<file path="src/sv/acs_pkg.sv">
package acs_pkg;

    // Longest run; the pair at index MAX_ELEMENTS-1 always closes a run.
    localparam int MAX_ELEMENTS = 1048576;
    localparam int LOG_W        = $clog2(MAX_ELEMENTS);
    // Counters hold MAX_ELEMENTS itself.
    localparam int CNT_W        = LOG_W + 1;
    // Difference sum: 32-bit magnitudes over the whole run.
    localparam int DSUM_W       = 33 + LOG_W;
    // Element sum: 33-bit signed elements over the whole run.
    localparam int ASUM_W       = 34 + LOG_W;
    localparam int IDX_W        = 20;

    localparam logic [20:0] MAXREP_RESET = 21'h10_0000;

    localparam logic signed [63:0] S64_MAX = 64'sh7FFF_FFFF_FFFF_FFFF;
    localparam logic signed [63:0] S64_MIN = 64'sh8000_0000_0000_0000;

    localparam logic KIND_PAIR = 1'b0;
    localparam logic KIND_WORD = 1'b1;

    typedef enum logic [2:0] {
        ET_INT8, ET_UINT8, ET_INT16, ET_UINT16, ET_INT32, ET_UINT32
    } t_elem;

    typedef enum logic [2:0] {
        CFG_TYPE, CFG_LIMIT, CFG_MAXREP, CFG_FA_EN, CFG_FA_VAL, CFG_FB_EN, CFG_FB_VAL
    } t_cfg_idx;

    typedef enum logic [3:0] {
        W_NDIFF, W_NSTATS, W_DSUM, W_DMAX, W_AMIN, W_AMAX, W_BMIN, W_BMAX,
        W_ASUM, W_BSUM, W_ASQ, W_BSQ, W_XSUM
    } t_word;

    typedef struct packed {
        logic [2:0]         element_type;
        logic [31:0]        error_limit;
        logic [20:0]        max_reported;
        logic               fill_a_en;
        logic signed [32:0] fill_a_value;
        logic               fill_b_en;
        logic signed [32:0] fill_b_value;
        logic               type_wr;
    } t_cfg;

    typedef struct packed {
        logic               last;
        logic [IDX_W-1:0]   idx;
        logic signed [32:0] a;
        logic signed [32:0] b;
        logic               fa;
        logic               fb;
        logic [31:0]        diff;
        logic               exceeds;
        logic [63:0]        sq_a;
        logic [63:0]        sq_b;
        logic [63:0]        xprod;
        logic               xneg;
    } t_pair;

    // Sign or zero extension of the low 8, 16 or 32 bits per element type.
    function automatic logic signed [32:0] extend(input logic [32:0] raw,
                                                  input logic [2:0] typ);
        unique case (t_elem'(typ))
            ET_INT8:   return {{25{raw[7]}}, raw[7:0]};
            ET_UINT8:  return {25'd0, raw[7:0]};
            ET_INT16:  return {{17{raw[15]}}, raw[15:0]};
            ET_UINT16: return {17'd0, raw[15:0]};
            ET_INT32:  return {raw[31], raw[31:0]};
            default:   return {1'b0, raw[31:0]};
        endcase
    endfunction

    function automatic logic signed [32:0] type_lo(input logic [2:0] typ);
        unique case (t_elem'(typ))
            ET_INT8:  return -33'sd128;
            ET_INT16: return -33'sd32768;
            ET_INT32: return -33'sd2147483648;
            default:  return 33'sd0;
        endcase
    endfunction

    function automatic logic signed [32:0] type_hi(input logic [2:0] typ);
        unique case (t_elem'(typ))
            ET_INT8:   return 33'sd127;
            ET_UINT8:  return 33'sd255;
            ET_INT16:  return 33'sd32767;
            ET_UINT16: return 33'sd65535;
            ET_INT32:  return 33'sd2147483647;
            default:   return 33'sd4294967295;
        endcase
    endfunction

    // Signed 64-bit accumulate of a 64-bit magnitude, clamped to the range.
    function automatic logic signed [63:0] sat_add(input logic signed [63:0] acc,
                                                   input logic neg,
                                                   input logic [63:0] mag);
        logic [65:0] m;
        logic [65:0] s;
        m = {2'b00, mag};
        if (neg) begin
            m = 66'd0 - m;
        end
        s = {{2{acc[63]}}, acc} + m;
        if (s[65:63] == 3'b000 || s[65:63] == 3'b111) begin
            return s[63:0];
        end else if (s[65]) begin
            return S64_MIN;
        end else begin
            return S64_MAX;
        end
    endfunction

endpackage

</file>
<file path="src/sv/acs_cfg_if.sv">
interface acs_cfg_if;
    logic        valid;
    logic        ready;
    logic [2:0]  index;
    logic [32:0] data;

    modport source(output valid, output index, output data, input ready);
    modport sink(input valid, input index, input data, output ready);
endinterface

</file>
<file path="src/sv/acs_cfg.sv">
module acs_cfg (
    input  logic            i_clk,
    input  logic            i_rst_n,
    acs_cfg_if.sink         i_cfg,
    output acs_pkg::t_cfg   o_cfg
);

    acs_pkg::t_cfg r_cfg;
    logic          wr;

    assign i_cfg.ready = 1'b1;
    assign wr          = i_cfg.valid && i_cfg.ready;
    assign o_cfg       = r_cfg;

    always_ff @(posedge i_clk) begin
        if (!i_rst_n) begin
            r_cfg.element_type <= acs_pkg::ET_INT32;
            r_cfg.error_limit  <= 32'd0;
            r_cfg.max_reported <= acs_pkg::MAXREP_RESET;
            r_cfg.fill_a_en    <= 1'b0;
            r_cfg.fill_a_value <= 33'sd0;
            r_cfg.fill_b_en    <= 1'b0;
            r_cfg.fill_b_value <= 33'sd0;
            r_cfg.type_wr      <= 1'b0;
        end else begin
            // The type pulse lets the accumulators reload their extremes.
            r_cfg.type_wr <= wr && (acs_pkg::t_cfg_idx'(i_cfg.index) == acs_pkg::CFG_TYPE);
            if (wr) begin
                unique case (acs_pkg::t_cfg_idx'(i_cfg.index))
                    acs_pkg::CFG_TYPE:   r_cfg.element_type <= i_cfg.data[2:0];
                    acs_pkg::CFG_LIMIT:  r_cfg.error_limit  <= i_cfg.data[31:0];
                    acs_pkg::CFG_MAXREP: r_cfg.max_reported <= i_cfg.data[20:0];
                    acs_pkg::CFG_FA_EN:  r_cfg.fill_a_en    <= i_cfg.data[0];
                    acs_pkg::CFG_FA_VAL: r_cfg.fill_a_value <= i_cfg.data;
                    acs_pkg::CFG_FB_EN:  r_cfg.fill_b_en    <= i_cfg.data[0];
                    acs_pkg::CFG_FB_VAL: r_cfg.fill_b_value <= i_cfg.data;
                    default: ;
                endcase
            end
        end
    end

endmodule

</file>
<file path="src/flat_wrapper.sv">
// flat-port wrapper written by rule: the top's interface ports become plain ports
module acs_cfg_flat 
  (i_clk, i_rst_n, o_cfg, i_cfg_valid, i_cfg_index, i_cfg_data, i_cfg_ready);
  acs_cfg_if i_cfg_i ();
  input  logic i_clk;
  input  logic i_rst_n;
  output acs_pkg::t_cfg o_cfg;
  input wire logic [$bits(i_cfg_i.valid)-1:0] i_cfg_valid;
  input wire logic [$bits(i_cfg_i.index)-1:0] i_cfg_index;
  input wire logic [$bits(i_cfg_i.data)-1:0] i_cfg_data;
  output wire logic [$bits(i_cfg_i.ready)-1:0] i_cfg_ready;
  assign i_cfg_i.valid = i_cfg_valid;
  assign i_cfg_i.index = i_cfg_index;
  assign i_cfg_i.data = i_cfg_data;
  assign i_cfg_ready = i_cfg_i.ready;
  acs_cfg u_core (.i_clk(i_clk), .i_rst_n(i_rst_n), .i_cfg(i_cfg_i), .o_cfg(o_cfg));
endmodule
</file>
<file path="config.mk">
export PLATFORM = sky130hd
export DESIGN_NAME = acs_cfg_flat
export DESIGN_NICKNAME = d
export VERILOG_FILES = /design/src/sv/acs_pkg.sv /design/src/sv/acs_cfg_if.sv /design/src/sv/acs_cfg.sv /design/src/flat_wrapper.sv
export SDC_FILE = /design/constraint.sdc
export NUM_CORES = 1
export LEC_CHECK = 0
export BUFFER_PORTS_ARGS = -buffer_cell sky130_fd_sc_hd__buf_2
export CORE_MARGIN = 4
export CORE_UTILIZATION = 49
export DETAILED_ROUTE_END_ITERATION = 8
export GPL_ROUTABILITY_DRIVEN = 0
export GPL_TIMING_DRIVEN = 0
export PLACE_DENSITY = 0.9
export SETUP_SLACK_MARGIN = 0.4
export SYNTH_ARGS = -nofsm -noshare
export SYNTH_HDL_FRONTEND = slang
export SYNTH_SLANG_ARGS = --single-unit
</file>
<file path="constraint.sdc">
create_clock -name i_clk -period 1.2 [get_ports i_clk]
set_input_delay 0.18 -clock i_clk [delete_from_list [all_inputs] [get_ports i_clk]]
set_output_delay 0.18 -clock i_clk [all_outputs]
set_load 0.02 [all_outputs]
</file>
==> run summary <==
CP peak stage delay = 0.37 ns
Hold Path End = u_core.o_cfg[79]$_SDFFE_PN0P_
H-tree levels = 4
CP Max Fanout = 2
crit-path cells = buf_6
TritonRoute pass-1 iters = 5
slowest cell on the critical path = dfxtp_2
number of global-route vias before repair = 4774
max-cap violations = 0
# rows = 35
largest net degree at the start of global routing = 17
Max Buffers Root-to-Sink = 2
Die Y = 105 um
RSZ-0062 raised after global routing = yes
die width = 105 um
vias = 4585
total chip power = 10.8 mW
dpl hpwl = 9.63 mm
Worst-Margin Slew = 0.644 ns
initial antenna violation count = 1
drt via density = 5.50
syn nets = 490
grt total ovfl = 0
Syn. warnings = 0
cts bufs inserted = 17
Max Fclk = 843 MHz
later-pin clock latency in the skew report = 0.51 ns
Layout Nets = 729
P&R area growth vs syn = 70.4%
Setup-failing EPs final = 0
Critical path buffers and inverters = 1
Cell Pwr Density = 1370 nW/um2
top post-synthesis cells by area = dfxtp_1, mux2i_1, nand2_1, buf_4, clkbuf_1
worst r2r src = u_core.o_cfg[27]$_SDFFE_PN0P_
1st-iter DRT viols = 247
Remaining DRCs = 0
Mapped Cells = 451
Hold Path Depth = 3
hold_ws = 0.00869 ns
mapped cell area = 4630 um2
Worst Hold Class = input pin to register
first-pass GRT wire length = 25.5 mm
Synth Flop Type = dfxtp_1
delay-heaviest family, CP = flip-flops
asr flop ratio synth = 0%
max-slew violations = 0
leading area contributor after synthesis = dfxtp_1
fraction of layout instances using a drive strength above 1 = 56.8%
FF-to-FF setup slack = 0.32 ns
final worst path period need = 1.19 ns
period utilization = 98.9%
top-count cell post-synth = nand2_1
routed length per instance = 22.1 um
TritonCTS clock tree = yes
clock sink count = 125
Starting Density = 50.1%
Fin. Hold Viols = 0
min-delay src = i_cfg_data[10]
# port buffers = 162
drt total wl = 18.4 mm
flops & latches, synth = 125
critical path arrival = 1.01 ns
static leakage = 3.91 nW
Reg2Reg Depth = 2
slew margin rel. = 57.1%
worst path required time = 1.02 ns
Setup Skew = 0 ns
overall routing resource usage = 29.9%
die area = 11100 um2
clock slew at reported path FFs = 0.06 ns
num ports = 165
Routed Antenna Nets = 0
Core Region = 9240 um2
Avg Cell Area, Syn = 10.3 um2
Worst VDD drop = 0.929 mV
Reg-to-Reg End = u_core.o_cfg[27]$_SDFFE_PN0P_
commonest cells in the synthesized netlist = nand2_1, dfxtp_1, mux2i_1
post-synthesis sequential area ratio = 54.1%
Post-synth EDFFs = 0
Synth cell types = 14
crit end category = output port
Yosys top cell area share = 54.1%
max reg flops = 125
CP Launch Type = register
class of the most critical setup path = register to output port
outcome = complete, no violations
clk root buf = clkbuf_8
==> cell usage in the layout (no fill, tap or decap) <==
cell and n:
and4bb_1 1, clkbuf_8 9, buf_4 44, buf_2 37
dlygate4sd3_1 14, and2_1 1, mux2i_4 2, clkinvlp_4 4
buf_8 6, buf_6 134, bufinv_16 4, nand2_4 1
clkbuf_16 17, buf_12 3, nand4bb_1 2, conb_1 1
nand4b_1 3, nor2b_1 4, clkinv_2 2, dfxtp_2 125
clkbuf_4 2, mux2i_1 121, mux2i_2 1, nand2_1 154
clkbuf_1 3, clkbuf_2 7, diode_2 1, nor4b_4 1
==> worst register-to-register path: cells and delay by family (launching register included) <==
kind / cells / cell delay [ns]
flip-flops: 1 / 0.37
multiplexers: 1 / 0.32
AND/OR/NAND/NOR: 1 / 0.07
==> per-layer routing <==
| metal | up-vias | GRT usage, % | wire (um) |
|---|---|---|---|
| met5 | - | 0 | 0 |
| met4 | 0 | 18.7 | 1300 |
| met3 | 96 | 7.29 | 1120 |
| met2 | 276 | 54.0 | 9410 |
| met1 | 2238 | 30.5 | 6610 |
| li1 | 1975 | - | - |
==> final cells by class <==
| class | instances | area [um2] |
|---|---|---|
| tap | 129 | 161 |
| clock inverter | 10 | 160 |
| buffer | 34 | 362 |
| antenna | 1 | 2.50 |
| fill | 403 | 1350 |
| sequential | 125 | 2660 |
| multi-input combinational | 292 | 1980 |
| timing repair buffer | 220 | 2090 |
| clock buffer | 22 | 473 |
==> worst max path at each step <==
stage,cells past startpoint,end,start,slack [ns]
after floorplan,4,u_core.o_cfg[38]$_SDFFE_PN0P_,i_cfg_index[0],0.25
final,1,o_cfg[27],u_core.o_cfg[27]$_SDFFE_PN0P_,0.01
after detailed placement,5,u_core.o_cfg[63]$_SDFFE_PN0P_,i_cfg_index[0],-0.07
after global routing,1,o_cfg[43],u_core.o_cfg[43]$_SDFFE_PN0P_,0.003
after CTS,1,o_cfg[105],u_core.o_cfg[105]$_SDFFE_PN0P_,0.03
after global placement,5,u_core.o_cfg[49]$_SDFFE_PN0P_,i_cfg_index[0],0.0009
==> logic make-up (layout without fill, tap and decap cells) <==
kind of cell | Yosys count | in the layout | synth area share, %
simple gates | 167 | 167 | 14.9
flops | 125 | 125 | 54.1
mux | 124 | 124 | 26.8
buf+inv | 34 | 286 | 4.16
other cells | 1 | 2 | 0.0810
==> through the flow <==
stage                     setup WS [ns]  instances  TNS, ns  util, %  cell area (um2)
after global routing            0.00290        833        0     85.4             7890
final                            0.0135        833        0     85.4             7890
after floorplan                   0.246        451        0        -             4790
after detailed placement        -0.0656        742   -0.844     62.4             5760
after global placement         0.000940        742        0     62.4             5760
after CTS                        0.0313        805        0     82.3             7600
==> timing repair <==
| item | in CTS | in global routing |
|---|---|---|
| gates resized for setup | 375 | 14 |
| hold buffers | 14 | 0 |
| gates cloned | 0 | 1 |
| pin swaps | 0 | 1 |
| endpoints found under the setup margin | 125 | 147 |
| setup buffers | 17 | 26 |
| hold endpoints to repair | 33 | 0 |
==> where the power goes <==
| part | total, mW | switching, mW | internal (mW) |
|---|---|---|---|
| combinational | 0.993 | 0.534 | 0.459 |
| sequential | 4.34 | 0.0764 | 4.26 |
| clock | 5.51 | 1.92 | 3.59 |
No activity file was read; power rests on OpenSTA's default activity.
